[src/sv/pkfb_pkg.sv]
// Package: shared types, codes and constants of the packed-pixel framebuffer.
package pkfb_pkg;

  // Fixed field widths
  localparam int COORD_W  = 13;   // holds 0..4095, the largest frame bound
  localparam int COLOR_W  = 32;
  localparam int CFG_W    = 14;   // widest configuration register
  localparam int CFG_IDX_W = 2;
  localparam int BA_W     = 27;   // unwrapped byte address
  localparam int QDEPTH   = 4;

  // Defaults for top-level parameters
  localparam int DEF_MEM_WORDS = 262144;
  localparam int DEF_MAX_DIM   = 2048;

  // Operation codes
  localparam logic [1:0] OP_WRITE = 2'd0;
  localparam logic [1:0] OP_READ  = 2'd1;
  localparam logic [1:0] OP_FILL  = 2'd2;

  // Pixel formats
  localparam logic [2:0] FMT_4  = 3'd0;
  localparam logic [2:0] FMT_8  = 3'd1;
  localparam logic [2:0] FMT_16 = 3'd2;
  localparam logic [2:0] FMT_24 = 3'd3;
  localparam logic [2:0] FMT_32 = 3'd4;

  // Register indexes
  localparam logic [CFG_IDX_W-1:0] REG_FRAME_WIDTH  = 2'd0;
  localparam logic [CFG_IDX_W-1:0] REG_FRAME_HEIGHT = 2'd1;
  localparam logic [CFG_IDX_W-1:0] REG_LINE_BYTES   = 2'd2;
  localparam logic [CFG_IDX_W-1:0] REG_PIXEL_FORMAT = 2'd3;

  // Command kinds handed from front to back
  typedef enum logic [1:0] {
    CMD_NONE,
    CMD_READ,
    CMD_FILL
  } cmd_kind_t;

  typedef struct packed {
    cmd_kind_t            kind;
    logic                 hit;
    logic [COORD_W-1:0]   x0;
    logic [COORD_W-1:0]   y0;
    logic [COORD_W-1:0]   x1;
    logic [COORD_W-1:0]   y1;
    logic [COLOR_W-1:0]   color;
  } cmd_t;

  // Configuration seen by front and back
  typedef struct packed {
    logic [11:0] frame_width;
    logic [11:0] frame_height;
    logic [13:0] line_bytes;
    logic [2:0]  pixel_format;
  } cfg_t;

  // Back-end sequencer states
  typedef enum logic [2:0] {
    B_IDLE,
    B_MUL,
    B_ADD,
    B_RED,
    B_ACC0,
    B_ACC1,
    B_RD,
    B_DONE
  } bstate_t;

endpackage

[src/sv/pkfb_fifo.sv]
// Command queue between front and back end.
module pkfb_fifo (
  input  logic            clk,
  input  logic            rst,
  input  logic            push,
  input  pkfb_pkg::cmd_t  push_cmd,
  output logic            full,
  input  logic            pop,
  output logic            empty,
  output pkfb_pkg::cmd_t  head
);
  import pkfb_pkg::*;

  localparam int PW = $clog2(QDEPTH);

  cmd_t            slots [QDEPTH];
  logic [PW-1:0]   wptr, rptr;
  logic [PW:0]     count;

  assign full  = count == (PW+1)'(QDEPTH);
  assign empty = count == '0;
  assign head  = slots[rptr];

  // Pointers and fill level
  always_ff @(posedge clk) begin
    if (rst) begin
      wptr  <= '0;
      rptr  <= '0;
      count <= '0;
    end else begin
      if (push) wptr <= wptr + 1'b1;
      if (pop)  rptr <= rptr + 1'b1;
      count <= count + (PW+1)'(push) - (PW+1)'(pop);
    end
  end

  // Storage
  always_ff @(posedge clk) begin
    if (push) slots[wptr] <= push_cmd;
  end

`ifndef SYNTH
  a_count_bound: assert property (@(posedge clk) disable iff (rst)
    count <= (PW+1)'(QDEPTH)) else $error("queue overfilled");
  a_pop_nonempty: assert property (@(posedge clk) disable iff (rst)
    pop |-> !empty) else $error("pop from empty queue");
  a_push_grows: assert property (@(posedge clk) disable iff (rst)
    push && !pop |=> count == $past(count) + 1'b1) else $error("push lost");
`endif

endmodule

[config.mk]
export PLATFORM = sky130hd
export DESIGN_NAME = pkfb_fifo
export DESIGN_NICKNAME = d
export VERILOG_FILES = /design/src/sv/pkfb_pkg.sv /design/src/sv/pkfb_fifo.sv
export SDC_FILE = /design/constraint.sdc
export NUM_CORES = 1
export LEC_CHECK = 0
export BUFFER_PORTS_ARGS = -buffer_cell sky130_fd_sc_hd__buf_4
export CORE_MARGIN = 4
export CORE_UTILIZATION = 57
export DETAILED_ROUTE_END_ITERATION = 12
export HOLD_SLACK_MARGIN = 0.06
export MAX_ROUTING_LAYER = met4
export PLACE_DENSITY_LB_ADDON = 0.08
export SETUP_SLACK_MARGIN = 0.05
export SYNTH_ARGS = -nofsm -noshare
export SYNTH_HDL_FRONTEND = slang
export SYNTH_SLANG_ARGS = --single-unit
[constraint.sdc]
create_clock -name clk -period 3.9 [get_ports clk]
set_input_delay 0.39 -clock clk [delete_from_list [all_inputs] [get_ports clk]]
set_output_delay 0.39 -clock clk [all_outputs]
set_load 0.03 [all_outputs]
# [After elaboration in Yosys (flattened, before gate mapping)]
# Memories as Yosys holds them, arrays and structs flattened. A register that Yosys moved wholly into a read port is not among the register bits.
# Cells that the tools add are included.
[totals] reg_bits=7 mem_bits_rw=348 inputBits=91 output_inout_bits=89 wordCells=14 memories=1
[op_classes] addsub=4 eq_ne=1 mux=4 reduce_logical=1
[mem_list] name="slots" depth=4 width=87 rd=1 rd_clocked_by_memory_dff=1 write_ports=1 line_no="pkfb_fifo.sv:16" source="cmd_t slots [QDEPTH];"
[ops] op="2-bit by 1-bit adder with 2-bit output (second input constant)" n=2
[ops] op="2-bit two-way mux" n=2
[ops] op="3-bit by 1-bit adder with 3-bit output" n=1
[ops] op="3-bit == test (second input constant)" n=1
[ops] op="3-bit logical NOT" n=1
[ops] op="3-bit by 1-bit subtractor with 3-bit output" n=1
[ops] op="1-bit two-way mux" n=2

# [Logic depth before layout (Yosys ltp)]
[logic_depth] depth_word=3 depth_mapped=7 ltp_nobuf=7

# [Worst setup path after synthesis]
# Ideal clock, no wire load.
[synth_timing] path_kind="reg-to-reg" from="reg wptr[0]" to="mem slots[0][0] (netlist name), enable pin" setup_time_ns=0.455 t_arrival_ns=2.563 required_time_ns=3.445 setup_slack_ns=0.883 path_stages_with_launch=4 path_buffers=0 synth_period_minus_slack_ns=3.017 path_cell_list="dfxtp_1 -> inv_1 -> ha_1 -> and2_1"
[synth_rtl] item="from (decl)" line_no="pkfb_fifo.sv:17" source="logic [PW-1:0] wptr, rptr;"
[synth_rtl] item="from (signal assigned)" line_no="pkfb_fifo.sv:31" source="if (push) wptr <= wptr + 1'b1;"
[synth_rtl] item="to (decl)" line_no="pkfb_fifo.sv:16"
# No word-level cell before the write port.

==> run metrics <==
DRC viols=0; CP startpoint kind=flop; HP Class=input port to flop; initial antenna violation count=3; skew final=approximately 0.010 ns; Ys Warns=0; fmax=0.350 GHz; die area=0.0253 sq mm; Total Power=9.10 mW; maximum buffer depth of the clock tree=3; Layout Nets=~840; EDFF count, synth=348; Synth top area share=~80%; synthesized flop and latch total=approximately 360; CTS HTree Levels=2; clock slew at reported path FFs=about 0.06 ns; DRC marker count from the first detailed-route iteration=393; DP Wirelength=around 14000 microns; endpoints failing hold=0; area leader, netlist=edfxtp_1; final WL=24100 microns; Critical R2R Capture=slots[0][47]; final period utilization=about three quarters; Reg2Reg Depth=4; Seq/Total Area, Yosys=81.8%; worst setup margin=roughly 1.0 ns; fraction of registers with async set/reset=0%; Pre-antenna DRT Iters=4; fin. max-slew vios=0; number of global-route vias before repair=between 6000 and 7000; Bufs and invs on worst path=2; Placed Instances=roughly 950; WP data required=around 3.5 ns; die width=around 160 microns; row cnt=54; Core Box Area=0.0221 sq mm; cells after synthesis=497; vias=about 6000; dominant cells by area after synthesis=edfxtp_1 (80%), mux4_2 (15%), dfxtp_1 (1.4%); drt via density=5.63; I/O pin count=180; first-pass GRT wire length=38100 microns; CTS tree=built; Tmin final=2.86 ns; reg-to-reg critical path startpoint=wptr[0]; hold-fix buffers at CTS=34; max incr delay on CP=0.71 ns; largest net degree at the start of global routing=between 50 and 60; slowest CP cell=dfxtp_4; flop2flop setup slack=1.82 ns; final setup vio count=0; path type of the worst setup path=flop to output pin; HP Start=push_cmd[29]; Pwr Density=560 mW/mm^2; CP delay by family, top=flip-flops; Max VDD drop=0.430 mV; CP cell instances=buf_12, mux4_2, buf_4; Worst slew margin=about two fifths; CP Capture Type=output pin; synthesized area=0.0130 sq mm; pre-CTS setup slack=1.51 ns; cell depth of the worst hold path=1; crit path max fanout=43; post-CTS sizing=0; final setup TNS=0 ns; global-route usage over all layers=20.2%; Die H=about 160 microns; RSZ-0062 raised after global routing=false; synthesized net count=595; CTS buffer count=37; CP arrival=between 2 and 2.5 ns; DR WL/cell=approximately 23 microns; Max Cap Viol=0; Clock Latency Late Sink=slightly above 0.5 ns; top cells by count, synth=edfxtp_1 (348), mux4_2 (87), buf_2 (10); status=finished clean; dominant synthesized flop cell=edfxtp_1; library cells used by synthesis=22; port buffer count=179; design area=0.0162 sq mm; synthesis-to-layout area growth=25.0%; count leader, synth=edfxtp_1; gpl congestion=roughly 0.73; Placed Area=0.0147 sq mm; Starting Density=between 50% and 60%; CTS Sinks=357; post-CTS setup buffers=0; GR Overflow Total=0; share of layout cells above drive strength 1=43.8%; Syn Area/Cell=26.1 sq um; Leak Pwr=5.53 nW; fin cells=1050; Worst-Margin Slew=0.916 ns; clock root buffer=clkbuf_16; ANT nets after route=0; hold path endpoint=slots[0][29]
[routing by layer]
metal,share of wire [%],vias up,GRT usage (%)
met1,40,3046,25.7
met5,0,-,-
met2,52,190,33.6
li1,-,2625,-
met3,6.3,51,4.71
met4,2.0,0,5.25
[placed cells by master, fill, tap and decap left out, types with 2 or more instances in the layout]
cell type and instances:
clkinv_2 2, and2_4 4, ha_1 6, dfxtp_1 7, bufinv_16 4, clkbuf_1 6, inv_1 6, buf_12 3
nor2_1 5, diode_2 3, clkbuf_16 39, clkinv_1 8, buf_4 186, dlygate4sd3_1 34, nor2b_1 2, xnor2_1 2
dfxtp_4 2, edfxtp_1 348, mux4_2 87, clkinvlp_4 5
[registers in the layout, indices dropped and copies added, names as in the netlist, named ones only]
signal	cells
count	3
rptr	2
slots	348
wptr	2
[worst max-delay path by stage]
stage                             end  slack [ns]  cells past startpoint
final                        head[59]        1.04                      3
after global routing         head[30]        0.85                      3
after CTS                    head[30]        0.95                      3
after global placement        head[7]        1.50                      3
after floorplan           slots[0][0]        0.88                      3
after detailed placement     head[34]        1.51                      3
[cell type report]
type / count / area, sq um
clock buffer: 46 / 1010
tap: 280 / 350
fill: 1249 / 5850
inverter: 6 / 22.5
antenna: 3 / 7.51
multi-input combinational: 114 / 2210
clock inverter: 21 / 215
sequential: 357 / 10600
timing repair buffer: 223 / 1800
[stage by stage]
| step | utilization, % | hold WS (ns) |
|---|---|---|
| floorplan | - | 0.462 |
| global placement | 66.4 | 0.499 |
| detailed placement | 66.4 | 0.522 |
| CTS | 73.5 | 0.0600 |
| global route | 73.5 | 0.0627 |
| finish | 73.5 | 0.0828 |
[power breakdown]
part / switching (mW) / internal, mW
Sequential: 0.0782 / 4.41
Combinational: 0.623 / 0.498
Clock: 1.38 / 2.11
[kinds of logic after synthesis]
logic type	after synthesis	share of synthesized area, %
flops	357	81.8
simple gates	14	0.578
compound gates	2	0.116
mux	88	15.2
fa+ha+maj	7	0.732
xor+xnor	3	0.318
buf+inv	26	1.29
Note: power is estimated with default switching activity, not from simulation.
