<file path="config.mk">
export PLATFORM = sky130hd
export DESIGN_NAME = pkfb_front_flat
export DESIGN_NICKNAME = d
export VERILOG_FILES = /design/src/sv/pkfb_pkg.sv /design/src/sv/pkfb_ifs.sv /design/src/sv/pkfb_front.sv /design/src/flat_wrapper.sv
export SDC_FILE = /design/constraint.sdc
export NUM_CORES = 1
export LEC_CHECK = 0
export BUFFER_PORTS_ARGS = -buffer_cell sky130_fd_sc_hd__buf_2
export CORE_ASPECT_RATIO = 0.5
export CORE_UTILIZATION = 49
export DETAILED_ROUTE_END_ITERATION = 12
export PLACE_DENSITY = 0.85
export SLEW_MARGIN = 10
export SYNTH_ARGS = -nofsm -noshare
export SYNTH_HDL_FRONTEND = slang
export SYNTH_SLANG_ARGS = --single-unit
</file>
<file path="constraint.sdc">
create_clock -name vclk -period 7.5
set_input_delay 0.375 -clock vclk [all_inputs]
set_output_delay 0.375 -clock vclk [all_outputs]
set_load 0.01 [all_outputs]
</file>
<file path="src/sv/pkfb_pkg.sv">
// Package: shared types, codes and constants of the packed-pixel framebuffer.
package pkfb_pkg;

  // Fixed field widths
  localparam int COORD_W  = 13;   // holds 0..4095, the largest frame bound
  localparam int COLOR_W  = 32;
  localparam int CFG_W    = 14;   // widest configuration register
  localparam int CFG_IDX_W = 2;
  localparam int BA_W     = 27;   // unwrapped byte address
  localparam int QDEPTH   = 4;

  // Defaults for top-level parameters
  localparam int DEF_MEM_WORDS = 262144;
  localparam int DEF_MAX_DIM   = 2048;

  // Operation codes
  localparam logic [1:0] OP_WRITE = 2'd0;
  localparam logic [1:0] OP_READ  = 2'd1;
  localparam logic [1:0] OP_FILL  = 2'd2;

  // Pixel formats
  localparam logic [2:0] FMT_4  = 3'd0;
  localparam logic [2:0] FMT_8  = 3'd1;
  localparam logic [2:0] FMT_16 = 3'd2;
  localparam logic [2:0] FMT_24 = 3'd3;
  localparam logic [2:0] FMT_32 = 3'd4;

  // Register indexes
  localparam logic [CFG_IDX_W-1:0] REG_FRAME_WIDTH  = 2'd0;
  localparam logic [CFG_IDX_W-1:0] REG_FRAME_HEIGHT = 2'd1;
  localparam logic [CFG_IDX_W-1:0] REG_LINE_BYTES   = 2'd2;
  localparam logic [CFG_IDX_W-1:0] REG_PIXEL_FORMAT = 2'd3;

  // Command kinds handed from front to back
  typedef enum logic [1:0] {
    CMD_NONE,
    CMD_READ,
    CMD_FILL
  } cmd_kind_t;

  typedef struct packed {
    cmd_kind_t            kind;
    logic                 hit;
    logic [COORD_W-1:0]   x0;
    logic [COORD_W-1:0]   y0;
    logic [COORD_W-1:0]   x1;
    logic [COORD_W-1:0]   y1;
    logic [COLOR_W-1:0]   color;
  } cmd_t;

  // Configuration seen by front and back
  typedef struct packed {
    logic [11:0] frame_width;
    logic [11:0] frame_height;
    logic [13:0] line_bytes;
    logic [2:0]  pixel_format;
  } cfg_t;

  // Back-end sequencer states
  typedef enum logic [2:0] {
    B_IDLE,
    B_MUL,
    B_ADD,
    B_RED,
    B_ACC0,
    B_ACC1,
    B_RD,
    B_DONE
  } bstate_t;

endpackage

</file>
<file path="src/sv/pkfb_ifs.sv">
// Interfaces: pixel command channel and result channel.
interface pkfb_in_if;
  logic               valid;
  logic               ready;
  logic [1:0]         op;
  logic signed [11:0] pos_x;
  logic signed [11:0] pos_y;
  logic signed [11:0] rect_width;
  logic signed [11:0] rect_height;
  logic [31:0]        pixel_color;
  modport source (output valid, op, pos_x, pos_y, rect_width, rect_height, pixel_color,
                  input ready);
  modport sink (input valid, op, pos_x, pos_y, rect_width, rect_height, pixel_color,
                output ready);
endinterface


</file>
<file path="src/sv/pkfb_front.sv">
// Front end: accepts words, clips against the frame and forms back-end commands.
module pkfb_front #(
  parameter int MAX_DIM = pkfb_pkg::DEF_MAX_DIM
) (
  pkfb_in_if.sink         pix_in,
  input  pkfb_pkg::cfg_t  cfg,
  input  logic            q_full,
  output logic            q_push,
  output pkfb_pkg::cmd_t  q_cmd
);
  import pkfb_pkg::*;

  logic signed [13:0] sx, sy, sw, sh, fw, fh;
  logic signed [13:0] x0s, y0s, xe, ye, x1s, y1s;
  logic               fmt_ok, in_frame, fill_ok;

  assign pix_in.ready = !q_full;
  assign q_push       = pix_in.valid && !q_full;

  // Frame bounds saturate to the largest supported size
  always_comb begin
    fw = (cfg.frame_width > 12'(MAX_DIM) && MAX_DIM < 4096) ? 14'(MAX_DIM)
         : {2'b00, cfg.frame_width};
    fh = (cfg.frame_height > 12'(MAX_DIM) && MAX_DIM < 4096) ? 14'(MAX_DIM)
         : {2'b00, cfg.frame_height};
  end

  // Clipping
  always_comb begin
    sx = 14'(pix_in.pos_x);
    sy = 14'(pix_in.pos_y);
    sw = 14'(pix_in.rect_width);
    sh = 14'(pix_in.rect_height);
    fmt_ok   = cfg.pixel_format <= FMT_32;
    in_frame = (sx >= 0) && (sx < fw) && (sy >= 0) && (sy < fh);
    x0s = (sx < 0) ? 14'sd0 : sx;
    y0s = (sy < 0) ? 14'sd0 : sy;
    xe  = sx + sw;
    ye  = sy + sh;
    x1s = (xe > fw) ? fw : xe;
    y1s = (ye > fh) ? fh : ye;
    fill_ok = (sw > 0) && (sh > 0) && (x0s < x1s) && (y0s < y1s);
  end

  // Classification
  always_comb begin
    q_cmd.kind  = CMD_NONE;
    q_cmd.hit   = 1'b0;
    q_cmd.x0    = COORD_W'(sx);
    q_cmd.y0    = COORD_W'(sy);
    q_cmd.x1    = COORD_W'(sx + 14'sd1);
    q_cmd.y1    = COORD_W'(sy + 14'sd1);
    q_cmd.color = pix_in.pixel_color;
    if (fmt_ok) begin
      unique case (pix_in.op)
        OP_WRITE: begin
          if (in_frame) begin
            q_cmd.kind = CMD_FILL;
            q_cmd.hit  = 1'b1;
          end
        end
        OP_READ: begin
          if (in_frame) begin
            q_cmd.kind = CMD_READ;
            q_cmd.hit  = 1'b1;
          end
        end
        OP_FILL: begin
          q_cmd.x0 = COORD_W'(x0s);
          q_cmd.y0 = COORD_W'(y0s);
          q_cmd.x1 = COORD_W'(x1s);
          q_cmd.y1 = COORD_W'(y1s);
          if (fill_ok) begin
            q_cmd.kind = CMD_FILL;
            q_cmd.hit  = 1'b1;
          end
        end
        default: ;
      endcase
    end
  end

endmodule

</file>
<file path="src/flat_wrapper.sv">
// flat-port wrapper written by rule: the top's interface ports become plain ports
module pkfb_front_flat import pkfb_pkg::*;
#(
  parameter int MAX_DIM = pkfb_pkg::DEF_MAX_DIM
)
  (cfg, q_full, q_push, q_cmd, pix_in_valid, pix_in_op, pix_in_pos_x, pix_in_pos_y, pix_in_rect_width, pix_in_rect_height, pix_in_pixel_color, pix_in_ready);
  pkfb_in_if pix_in_i ();
  input  pkfb_pkg::cfg_t cfg;
  input  logic q_full;
  output logic q_push;
  output pkfb_pkg::cmd_t q_cmd;
  input wire logic [$bits(pix_in_i.valid)-1:0] pix_in_valid;
  input wire logic [$bits(pix_in_i.op)-1:0] pix_in_op;
  input wire logic [$bits(pix_in_i.pos_x)-1:0] pix_in_pos_x;
  input wire logic [$bits(pix_in_i.pos_y)-1:0] pix_in_pos_y;
  input wire logic [$bits(pix_in_i.rect_width)-1:0] pix_in_rect_width;
  input wire logic [$bits(pix_in_i.rect_height)-1:0] pix_in_rect_height;
  input wire logic [$bits(pix_in_i.pixel_color)-1:0] pix_in_pixel_color;
  output wire logic [$bits(pix_in_i.ready)-1:0] pix_in_ready;
  assign pix_in_i.valid = pix_in_valid;
  assign pix_in_i.op = pix_in_op;
  assign pix_in_i.pos_x = pix_in_pos_x;
  assign pix_in_i.pos_y = pix_in_pos_y;
  assign pix_in_i.rect_width = pix_in_rect_width;
  assign pix_in_i.rect_height = pix_in_rect_height;
  assign pix_in_i.pixel_color = pix_in_pixel_color;
  assign pix_in_ready = pix_in_i.ready;
  pkfb_front #(.MAX_DIM(MAX_DIM)) u_core (.pix_in(pix_in_i), .cfg(cfg), .q_full(q_full), .q_push(q_push), .q_cmd(q_cmd));
endmodule
</file>
Word level (Yosys, flattened, before mapping)
Cells that the tools add are included.
- output and inout port bits: 89
- register bits: 0
- logic and storage cells: 42
- bits of input ports: 125
- equality and inequality tests: 2
- reductions and logical operators: 9
- add/subtract/negate cells: 4
- $lt $le $gt $ge: 15
- mux-type cells: 12
- operators by type and width (operator ; number):
    two-way mux 14 bit ; 4
    two-way mux 55 bit ; 1
    two-way mux 52 bit ; 1
    > comparator 14 bit ; 2
    < comparator 14 bit ; 2
    adder 12 x 12 -> 13 bit ; 2
    adder 12 x 2 -> 13 bit (second input constant) ; 2
    < comparator 12 x 13 -> 1 bit ; 2
    greater-or-equal comparator 12 x 1 -> 1 bit (second input constant) ; 2
    > comparator 12 x 1 -> 1 bit (second input constant) ; 2
    > comparator 12 bit (second input constant) ; 2
    < comparator 12 x 1 -> 1 bit (second input constant) ; 2
    two-way mux 12 bit ; 2
    one-hot mux 3 bit (3 select lines) ; 1
    logical AND 1 bit ; 7
    two-way mux 3 bit ; 2
    less-or-equal comparator 3 bit (second input constant) ; 1
    equality test 2 x 1 -> 1 bit (second input constant) ; 1
    equality test 2 bit (second input constant) ; 1
    logical NOT 2 bit ; 1
    two-way mux 2 bit ; 1
    logical NOT 1 bit ; 1

Depth between registers and ports, before layout
Gate-level depths: netlist of the first run.
- word-level depth: 10
- gate-level depth with buffers: 31
- gate-level depth less buffers: 30

Worst setup path before layout of the first run
Ideal clock, no wire load.
- path type: input -> output
- from: input pix_in_rect_width[0]
- to: output q_cmd[86] in the netlist's numbering
- data required time: 7.125 ns
- path slack: 1.646 ns
- path buffers: 1
- arrival time: 5.479 ns
- cell stages on the path: 29
- cells stage by stage: ha_1 > inv_1 > fa_1 > nand2b_1 > a21oi_1 > o21bai_1 > nand2_1 > xor2_1 > ha_1 > a21o_1 > a21oi_1 > o21ai_0 > a21o_1 > a211o_1 > ha_1 > nand4_1 > o21ai_2 > inv_2 > buf_2 > o21a_1 > ha_1 > a211oi_1 > o21bai_1 > a21oi_1 > o22a_1 > nand4_1 > a31o_2 > o211a_1 > nor4_2
- RTL lines (item ; RTL line ; source):
    start: declaration ; flat_wrapper.sv:16 ; input wire logic [$bits(pix_in_i.rect_width)-1:0] pix_in_rect_width;
    end: declaration ; flat_wrapper.sv:11 ; output pkfb_pkg::cmd_t q_cmd;

==> results of run 1 <==
## cells in the mapped netlist (3+ instances only)
master,count,area share
sky130_fd_sc_hd__clkbuf_1,12,0.011
sky130_fd_sc_hd__buf_4,35,0.061
sky130_fd_sc_hd__nor4_1,5,0.0073
sky130_fd_sc_hd__inv_1,18,0.016
sky130_fd_sc_hd__a21o_2,3,0.0062
sky130_fd_sc_hd__and2_1,20,0.029
sky130_fd_sc_hd__xnor2_1,24,0.049
sky130_fd_sc_hd__a21oi_1,50,0.059
sky130_fd_sc_hd__nand3_1,16,0.019
sky130_fd_sc_hd__o21ai_1,11,0.013
sky130_fd_sc_hd__a21o_1,14,0.025
sky130_fd_sc_hd__nand2b_1,7,0.010
sky130_fd_sc_hd__nand2_1,86,0.076
sky130_fd_sc_hd__xor2_1,14,0.029
sky130_fd_sc_hd__o21bai_1,7,0.012
sky130_fd_sc_hd__ha_1,94,0.28
sky130_fd_sc_hd__nor2_1,41,0.036
sky130_fd_sc_hd__and3_1,6,0.0088
sky130_fd_sc_hd__nor3_1,11,0.013
sky130_fd_sc_hd__a211oi_1,7,0.012
sky130_fd_sc_hd__o21a_1,18,0.032
sky130_fd_sc_hd__o211ai_1,5,0.0088
sky130_fd_sc_hd__o21ai_0,34,0.040
sky130_fd_sc_hd__nor2b_1,29,0.042
sky130_fd_sc_hd__nand4_1,12,0.018
## worst min path at each step
stage | from | depth (start not counted) | end
final | pix_in_pixel_color[10] | 0 | q_cmd[10]
after global routing | pix_in_pixel_color[20] | 0 | q_cmd[20]
after CTS | pix_in_pixel_color[14] | 0 | q_cmd[14]
after detailed placement | pix_in_pixel_color[14] | 0 | q_cmd[14]
after global placement | pix_in_pixel_color[14] | 0 | q_cmd[14]
after floorplan | pix_in_op[0] | 1 | q_cmd[86]
## logic make-up (layout without fill, tap and decap cells)
kind of cell / count (synthesis) / in the layout / share of synthesized area
and+or+nand+nor: 243 / 243 / 0.2794
AOI/OAI and AO/OA: 172 / 172 / 0.2635
adders and majority gates: 96 / 96 / 0.2846
buffers and inverters: 67 / 157 / 0.08989
xor gates and xnor gates: 38 / 38 / 0.07789
muxes: 2 / 2 / 0.004685
## metrics by stage
step / hold WS (ns) / util / area, sq um
6_report: 0.7500 / 0.5827 / 4796
5_1_grt: 0.7500 / 0.5827 / 4796
4_1_cts: 0.7501 / 0.5827 / 4796
3_5_place_dp: 0.7501 / 0.5827 / 4796
3_3_place_gp: 0.7501 / 0.5827 / 4796
2_1_floorplan: 0.7838 / - / 4273
## report_power, final
part / internal (uW) / switching, uW / total [uW]
Clock: 0 / 0 / 0
Combinational: 236 / 326 / 561
Sequential: 0 / 0 / 0
## routing by layer
metal | track usage | vias to the layer above
met5 | 0 | -
met4 | 0.05899 | 0
met3 | 0.02074 | 26
met2 | 0.5006 | 174
met1 | 0.3399 | 2234
li1 | - | 2373
## final cells by class
type               instances  area (sq um)
repair buffers           138         695.7
well taps                112         140.1
fillers                  799          3435
inverters                 19         71.32
multi-input cells        551          3889
==> parameters.txt, run 1 <==
Parameter                              Value

Status
  Status ... finished clean

Pwr
  Pwr/cell area ... 117.0 nW/um^2
  IR Drop Worst-Case VDD ... 0.05646 mV
  Leakage Power ... ~0.0024 uW
  Total power ... 561.1 uW

Die
  Initial Utilization ... 0.5192
  Die Footprint ... around 9100 sq um
  Core Rows ... 23
  Area of the core ... 8230 sq um
  Horizontal die dimension ... 134.1 um
  Height of the chip ... about 68 um
  Ports placed on the boundary ... 214

Placed design
  Count of input and output buffers ... between 100 and 150
  Worst Setup Slack post-DPL ... 0.7660 ns
  Inst Count DP ... 820
  Final RePlAce weighted congestion ... 0.8941
  Half-perimeter wire length after detailed placement ... 10800 um

Timing
  Normalized max-slew margin ... 0.4963
  Transition at the pin with the smallest max-transition slack ... 0.7536 ns
  Final setup viols ... 0
  Final Worst Setup Slack ... around 0.69 ns
  Maximum clock rate ... 0.1468 GHz
  Final number of hold-violating endpoints ... 0
  RSZ-0062 raised after global routing ... false
  Time the worst path needs with I/O delays and setup ... between 6 and 7 ns
  Final Max Tran Viols ... 0
  Post-route fraction of the period consumed by the critical path ... 0.9085
  Setup TNS Final ... 0 ns

Logic synthesis
  Number of distinct library cells after synthesis ... 57
  Post-Syn Area ... 4273 sq um
  Post-synthesis area per instance ... 6.914 sq um
  Synth Instances ... 618
  Ys Warns ... 0
  Proportion of synthesized chip area in sequential cells ... 0
  Net count after synthesis ... 839

Clock network
  Cells resized by post-CTS repair ... 0
  Number of buffers added to fix hold violations after cts ... 0
  Post-CTS Setup Inserts ... 0

Setup path
  Top fanout value on the critical path ... 19
  Most frequent cell on the critical path ... sky130_fd_sc_hd__ha_1
  Crit path required time ... ~7.1 ns
  Worst path arrival time ... between 6 and 7 ns
  Biggest cell delay along the critical path ... about 0.41 ns
  Kind of capture point of the worst setup path ... output pin
  Dominant delay contributor by cell family on the critical path ... compound AO/OA/AOI/OAI gates
  Cell depth of the worst setup path ... 30
  Worst Setup Start Kind ... input port
  Start point of the critical path ... pix_in_pos_x[0]
  Setup Crit Path Kind ... input port to output pin
  Cell with the biggest individual delay on the critical path ... sky130_fd_sc_hd__fa_1
  Critical Path End ... q_cmd[86]
  Buffer and inverter count on the worst path ... 4

Final layout
  Clk_buf instances ... 0
  Nets ... 931
  Most common cell after layout, fill and taps aside ... sky130_fd_sc_hd__buf_2
  Fraction of final layout cells sized beyond drive strength 1 ... 0.2189
  Area taken by flip-flops and latches ... 0 sq um
  Seq cells ... 0
  Commonest non-fill, non-tap cells in the layout ... sky130_fd_sc_hd__buf_2, sky130_fd_sc_hd__ha_1, sky130_fd_sc_hd__nand2_1
  Number of cells in the finished layout apart from fillers ... 820
  Number of diodes ... 0
  Signed area change from the synthesized netlist to the final layout ... 12.24%

Route
  Iteration count of the initial detailed-routing pass ... 6
  Highest Signal Layer ... met4
  Remaining antenna violation count ... 0
  Wire length on met1 ... 5577 um
  Met3 wire length ... between 900 and 1000 um
  Via count of the routed design ... between 4k and 5k
  Number of remaining DRC errors ... 0
  Met2 WL ... 6000 um
  Mean routed wirelength per cell ... 15.47 um
  Routed Wire Length ... 12680 um
  Vias per cell ... 5.862
  Drt first-iter violations ... 315

Global routing
  Maximum number of pins on one net before global-route repair ... 23
  Vias in the first global route ... around 4.3k
  Overall Global Routing Usage ... 0.2670
  Antenna violations before repair ... 0
  First-pass GRT wire length ... 19670 um
  Global route overflow ... 0

Worst hold path
  Class of the tightest hold or removal check ... input port to output pin

Flow run
  Count of maximum capacitance violations ... 0
No activity file was read; power rests on OpenSTA's default activity.
==> run 2, diff against run 1 <==
Settings changed: CORE_UTILIZATION 49 to 44, GPL_ROUTABILITY_DRIVEN set to 0, PLACE_DENSITY 0.85 to 0.81, SLEW_MARGIN 10 to 15.
Clock period 7.5 ns to 5.84 ns, I/O delays scaled along.
==> run 2 against run 1 <==
Net effect: the run now ends with negative setup slack left; global-route usage decreased by 1.1 points; cell area increased by 16%; non-clock buffer count increased by 54; sequential share of layout area unchanged; worst hold slack got worse by 0.17 ns; critical path type unchanged; largest power group unchanged; highest routed layer unchanged.
==> parameters.txt, run 2 (synthesized netlist as in run 1, its figures left out) <==
Parameter                              Value

Status
  Status ... complete, but fails checks (was finished clean)
  Violations in the final reports ... negative setup slack

Setup path
  Kind of capture point of the worst setup path ... output pin (unchanged)
  Cell with the biggest individual delay on the critical path ... sky130_fd_sc_hd__fa_2 (was sky130_fd_sc_hd__fa_1)
  Worst Setup Start Kind ... input port (unchanged)
  Top fanout value on the critical path ... 6 (was 19)
  Setup Crit Path Kind ... input port to output pin (unchanged)
  Crit path required time ... 5.55 ns (was 7.12 ns)
  Worst path arrival time ... 5.55 ns (was 6.44 ns)
  Biggest cell delay along the critical path ... 0.37 ns (was 0.41 ns)

Global routing
  Global-route layer with the greatest usage ... met2 (unchanged)
  Global routing usage on met2 ... 0.4620 (was 0.5006)
  Antenna violations before repair ... 0 (unchanged)
  Global-route met3 utilization ... 0.01939 (was 0.02074)
  Vias in the first global route ... 4638 (was 4274)
  Maximum number of pins on one net before global-route repair ... 23 (unchanged)
  Global route overflow ... 0 (unchanged)
  Overall Global Routing Usage ... 0.2561 (was 0.2670)
  Grt met1 use ... 0.3344 (was 0.3399)
  First-pass GRT wire length ... 21190 um (was 19670 um)

Timing
  Minimum hold slack ... 0.5840 ns (was 0.7500 ns)
  Final Max Tran Viols ... 0 (unchanged)
  Final setup viols ... 1 (was 0)
  Final Worst Setup Slack ... -0.004903 ns (was 0.6862 ns)
  Setup TNS Final ... -0.004903 ns (was 0 ns)
  Time the worst path needs with I/O delays and setup ... ~6 ns
  Post-route fraction of the period consumed by the critical path ... 1.001
  Final number of hold-violating endpoints ... 0 (unchanged)
  Normalized max-slew margin ... 0.3607 (was 0.4963)
  Transition at the pin with the smallest max-transition slack ... 0.9570 ns (was 0.7536 ns)
  Maximum clock rate ... between 0.15 and 0.2 GHz
  RSZ-0062 raised after global routing ... true (was false)

Placed design
  Half-perimeter wire length after detailed placement ... 11100 um (was 10800 um)
  Inst Count DP ... 867 (was 820)
  Count of input and output buffers ... 136 (unchanged)

Pwr
  Pwr/cell area ... 172.5 nW/um^2 (was 117.0 nW/um^2)
  Leakage Power ... 0.002682 uW (was 0.002382 uW)
  Total power ... 961.6 uW (was 561.1 uW)
  IR Drop Worst-Case VDD ... 0.07746 mV (was 0.05646 mV)

Die
  Core Rows ... 24 (was 23)
  Initial Utilization ... 0.4712 (was 0.5192)
  Horizontal die dimension ... 141.4 um (was 134.1 um)
  Ports placed on the boundary ... 214 (unchanged)
  Die Footprint ... 10130 sq um (was 9120 sq um)
  Height of the chip ... 71.68 um (was 68.03 um)
  Area of the core ... 9069 sq um (was 8230 sq um)

Final layout
  Number of cells in the finished layout apart from fillers ... 895 (was 820)
  Total of fill cells in the finished design ... 813 (was 799)
  Clk_buf instances ... 0 (unchanged)
  Most common cell after layout, fill and taps aside ... sky130_fd_sc_hd__buf_2 (unchanged)
  Commonest non-fill, non-tap cells in the layout ... sky130_fd_sc_hd__buf_2, sky130_fd_sc_hd__nand2_1, sky130_fd_sc_hd__ha_1 (was sky130_fd_sc_hd__buf_2, sky130_fd_sc_hd__ha_1, sky130_fd_sc_hd__nand2_1)
  Fraction of final layout cells sized beyond drive strength 1 ... 0.3312 (was 0.2189)
  Area taken by flip-flops and latches ... 0 sq um (unchanged)
  Seq cells ... 0 (unchanged)
  Nets ... 987 (was 931)
  Signed area change from the synthesized netlist to the final layout ... 30.45% (was 12.24%)

Flow run
  Count of maximum capacitance violations ... 0 (unchanged)

Route
  Mean routed wirelength per cell ... 16.00 um (was 15.47 um)
  Iteration count of the initial detailed-routing pass ... 5 (was 6)
  Remaining antenna violation count ... 0 (unchanged)
  Number of remaining DRC errors ... 0 (unchanged)
  Routed Wire Length ... 14320 um (was 12680 um)
  Vias per cell ... 5.744 (was 5.862)
  Drt first-iter violations ... 304 (was 315)
  Via count of the routed design ... 5141 (was 4807)

Worst hold path
  Class of the tightest hold or removal check ... input port to output pin (unchanged)
  Source of the worst hold timing path ... pix_in_pixel_color[0] (was pix_in_pixel_color[10])
  Worst Hold Endpoint ... q_cmd[0] (was q_cmd[10])
  Depth of the worst hold-timing path ... 0 (unchanged)

Clock network
  Number of buffers added to fix hold violations after cts ... 0 (unchanged)
-- run 2: changes by cell type in the layout (fill, tap and decap cells not counted), sizes merged --
cell	before	now
buf	138	191
clkbuf	0	1
clkinvlp	0	1
diode	0	1
o21ai	47	48
-- run 2: cell type report --
cell class                      count  area, sq um  area share
Timing Repair Buffer              192         1109      0.1989
Timing Repair inverter              1        7.507    0.001347
Multi-Input combinational cell    552         4219      0.7569
Tap cell                          130        162.7     0.02918
Inverter                           19        73.82     0.01324
Antenna cell                        1        2.502   0.0004489
-- run 2: repair_timing --
| action | in CTS | in global routing |
|---|---|---|
| pin swaps | 17 | 28 |
| setup buffers | 13 | 12 |
| resized for setup | 21 | 45 |
| endpoints found under the setup margin | 2 | 2 |
| endpoints found under the hold margin | 0 | 0 |
| cloned | 2 | 0 |
-- run 2: report_power, final --
| part | internal (uW) | switching [uW] |
|---|---|---|
| combinational | 459 | 503 |
| clock | 0.0000229 | 0 |
| sequential | 0 | 0 |
-- run 2: critical path: cells and delay by family --
family / cells / cell delay [ns]
fa+ha+maj: 5 / 1.40
xor+xnor: 1 / 0.11
simple gates: 6 / 0.71
buf+inv: 3 / 0.48
compound gates: 14 / 2.54
-- run 2: worst max path at each step --
stage | start | depth (start not counted) | slack (ns) | end
2_1_floorplan | pix_in_rect_width[0] | 29 | 0.15 | q_cmd[86]
3_3_place_gp | pix_in_rect_width[0] | 32 | 0.01 | q_cmd[86]
3_5_place_dp | pix_in_rect_width[0] | 33 | -0.15 | q_cmd[86]
4_1_cts | pix_in_rect_width[0] | 31 | 0.007 | q_cmd[86]
5_1_grt | pix_in_rect_height[0] | 29 | -0.15 | q_cmd[86]
6_report | pix_in_rect_height[0] | 29 | -0.005 | q_cmd[86]
-- run 2: through the flow --
stage / util / setup WS (ns) / instance area, sq um
2_1_floorplan: - / 0.1516 / 4273
3_5_place_dp: 0.5553 / -0.1463 / 5036
5_1_grt: 0.6144 / -0.1509 / 5572
4_1_cts: 0.5781 / 0.007264 / 5243
3_3_place_gp: 0.5553 / 0.01090 / 5036
6_report: 0.6147 / -0.004903 / 5574
-- run 2: metal layers --
metal  up-vias  part of all wire
met5         -                 0
met4         0             0.016
met3        30             0.069
met2       208              0.48
met1      2409              0.43
li1       2494                 -
==> run 3, diff against run 2 <==
Settings changed: CORE_UTILIZATION 44 to 49, PLACE_DENSITY 0.81 to 0.85, SLEW_MARGIN 15 to 10.
Clock period 5.84 ns to 5.9 ns, I/O delays scaled along.
==> run 3 against run 2 <==
Net effect: the flow still finishes with violations (negative setup slack); total power shrank 6.0%; global-route usage grew 2.3 points; first-iteration DRC count increased by 23%; die area decreased by 10%; final cell count down 3.1%; flip-flop and latch count stayed put; count of clock-buffer cells in the layout is the same; via count shrank 2.4%; largest cell class unchanged.
==> parameters.txt, run 3 (synthesized netlist as in run 1, its figures left out) <==
Parameter                              Value

Timing
  RSZ-0062 raised after global routing ... true (unchanged)
  Time the worst path needs with I/O delays and setup ... 5.901 ns
  Final number of hold-violating endpoints ... 0 (unchanged)
  Transition at the pin with the smallest max-transition slack ... 0.6604 ns (was 0.9570 ns)
  Final Max Tran Viols ... 0 (unchanged)
  Post-route fraction of the period consumed by the critical path ... 1.000
  Normalized max-slew margin ... 0.5588 (was 0.3607)
  Maximum clock rate ... 0.1695 GHz
  Final setup viols ... 1 (unchanged)
  Final Worst Setup Slack ... -0.0006306 ns (was -0.004903 ns)

Pwr
  Pwr/cell area ... 168.2 nW/um^2 (was 172.5 nW/um^2)
  Leakage Power ... 0.002647 uW (was 0.002682 uW)
  IR Drop Worst-Case VDD ... 0.07859 mV (was 0.07746 mV)

Setup path
  Worst Setup Start Kind ... input port (unchanged)
  Kind of capture point of the worst setup path ... output pin (unchanged)
  Cell with the biggest individual delay on the critical path ... sky130_fd_sc_hd__fa_2 (unchanged)
  Worst path arrival time ... 5.61 ns (was 5.55 ns)
  Setup Crit Path Kind ... input port to output pin (unchanged)
  Top fanout value on the critical path ... 5 (was 6)
  Crit path required time ... 5.61 ns (was 5.55 ns)
  Biggest cell delay along the critical path ... 0.38 ns (was 0.37 ns)
  Most frequent cell on the critical path ... sky130_fd_sc_hd__ha_4

Route
  Highest Signal Layer ... met4 (unchanged)
  Mean routed wirelength per cell ... 16.07 um (was 16.00 um)
  Via count of the routed design ... 5019 (was 5141)
  Vias per cell ... 5.789 (was 5.744)
  Iteration count of the initial detailed-routing pass ... 5 (unchanged)
  Met3 wire length ... 952 um (was 992 um)
  Remaining antenna violation count ... 0 (unchanged)
  Wire length on met1 ... 5997 um (was 6155 um)
  Number of remaining DRC errors ... 0 (unchanged)
  Routed Wire Length ... 13930 um (was 14320 um)
  Met2 WL ... 6804 um (was 6944 um)
  Drt first-iter violations ... 373 (was 304)

Die
  Initial Utilization ... 0.5192 (was 0.4712)
  Core Rows ... 23 (was 24)
  Ports placed on the boundary ... 214 (unchanged)
  Height of the chip ... 68.03 um (was 71.68 um)
  Horizontal die dimension ... 134.1 um (was 141.4 um)
  Area of the core ... 8230 sq um (was 9069 sq um)
  Die Footprint ... 9120 sq um (was 10130 sq um)

Global routing
  Antenna violations before repair ... 0 (unchanged)
  Maximum number of pins on one net before global-route repair ... 23 (unchanged)
  Global route overflow ... 0 (unchanged)
  First-pass GRT wire length ... 20490 um (was 21190 um)
  Overall Global Routing Usage ... 0.2792 (was 0.2561)
  Vias in the first global route ... 4479 (was 4638)

Final layout
  Utilization after layout ... 0.6529 (was 0.6147)
  Signed area change from the synthesized netlist to the final layout ... 25.77% (was 30.45%)
  Fraction of final layout cells sized beyond drive strength 1 ... 0.3099 (was 0.3312)
  Number of diodes ... 0 (was 1)
  Clk_buf instances ... 0 (unchanged)
  Commonest non-fill, non-tap cells in the layout ... sky130_fd_sc_hd__buf_2, sky130_fd_sc_hd__ha_1, sky130_fd_sc_hd__nand2_1 (was sky130_fd_sc_hd__buf_2, sky130_fd_sc_hd__nand2_1, sky130_fd_sc_hd__ha_1)
  Area taken by flip-flops and latches ... 0 sq um (unchanged)
  Number of cells in the finished layout apart from fillers ... 867 (was 895)
  Most common cell after layout, fill and taps aside ... sky130_fd_sc_hd__buf_2 (unchanged)
  Total of fill cells in the finished design ... 722 (was 813)
  Seq cells ... 0 (unchanged)
  Nets ... 978 (was 987)

Status
  Violations in the final reports ... negative setup slack (unchanged)
  Status ... complete, but fails checks (unchanged)

Worst hold path
  Class of the tightest hold or removal check ... input port to output pin (unchanged)

Placed design
  Count of input and output buffers ... 136 (unchanged)
  Half-perimeter wire length after detailed placement ... 11070 um (was 11100 um)
  Inst Count DP ... 846 (was 867)

Flow run
  Count of maximum capacitance violations ... 0 (unchanged)

Clock network
  Number of buffers added to fix hold violations after cts ... 0 (unchanged)
run 3: worst max-delay path: cells and delay by family:
family	cells	cell delay, ns
compound gates	15	2.64
fa+ha+maj	5	1.32
simple gates	5	0.65
buf+inv	4	0.50
xor+xnor	1	0.17
run 3: through the flow:
stage / setup WS [ns] / setup TNS [ns] / hold WS, ns / power (uW) / cell area, sq um
floorplan: 0.2056 / 0 / 0.6238 / 530.2 / 4273
global placement: 0.02428 / 0 / 0.5901 / 720.7 / 4991
detailed placement: -0.2138 / -0.4038 / 0.5901 / 745.9 / 4991
CTS: 0.004389 / 0 / 0.5901 / 820.2 / 5161
global route: -0.2748 / -0.4851 / 0.5900 / 987.6 / 5374
finish: -0.0006306 / -0.0006306 / 0.5900 / 904.0 / 5374
run 3: timing repair:
action	in CTS	in global routing
cloned	0	1
endpoints found under the setup margin	2	2
pin swaps	7	32
gates resized for setup	11	38
setup buffers	15	5
run 3: cell type report:
cell class,count,area [sq um],share of cell area
Inverter,19,73.82,0.01374
Timing Repair inverter,1,7.507,0.001397
Tap cell,112,140.1,0.02608
Multi-Input combinational cell,551,4095,0.7620
Timing Repair Buffer,184,1057,0.1967
run 3: path summary, 6_finish.rpt:
check | startpoint | endpoint | slack (ns) | cells after the start
max | pix_in_pos_x[0] | q_cmd[86] | -0.0006 | 30
min | pix_in_pixel_color[10] | q_cmd[10] | 0.59 | 0
run 3: layer usage:
metal	global-route usage	vias up
met5	0	-
met2	0.5369	195
met3	0.01926	28
met1	0.3488	2324
li1	-	2472
met4	0.05899	0
run 3: power breakdown:
group	switching (uW)	leakage, uW	internal, uW	total [uW]
sequential	0	0	0	0
combinational	481	0.00265	424	904
clock	0	0	0	0
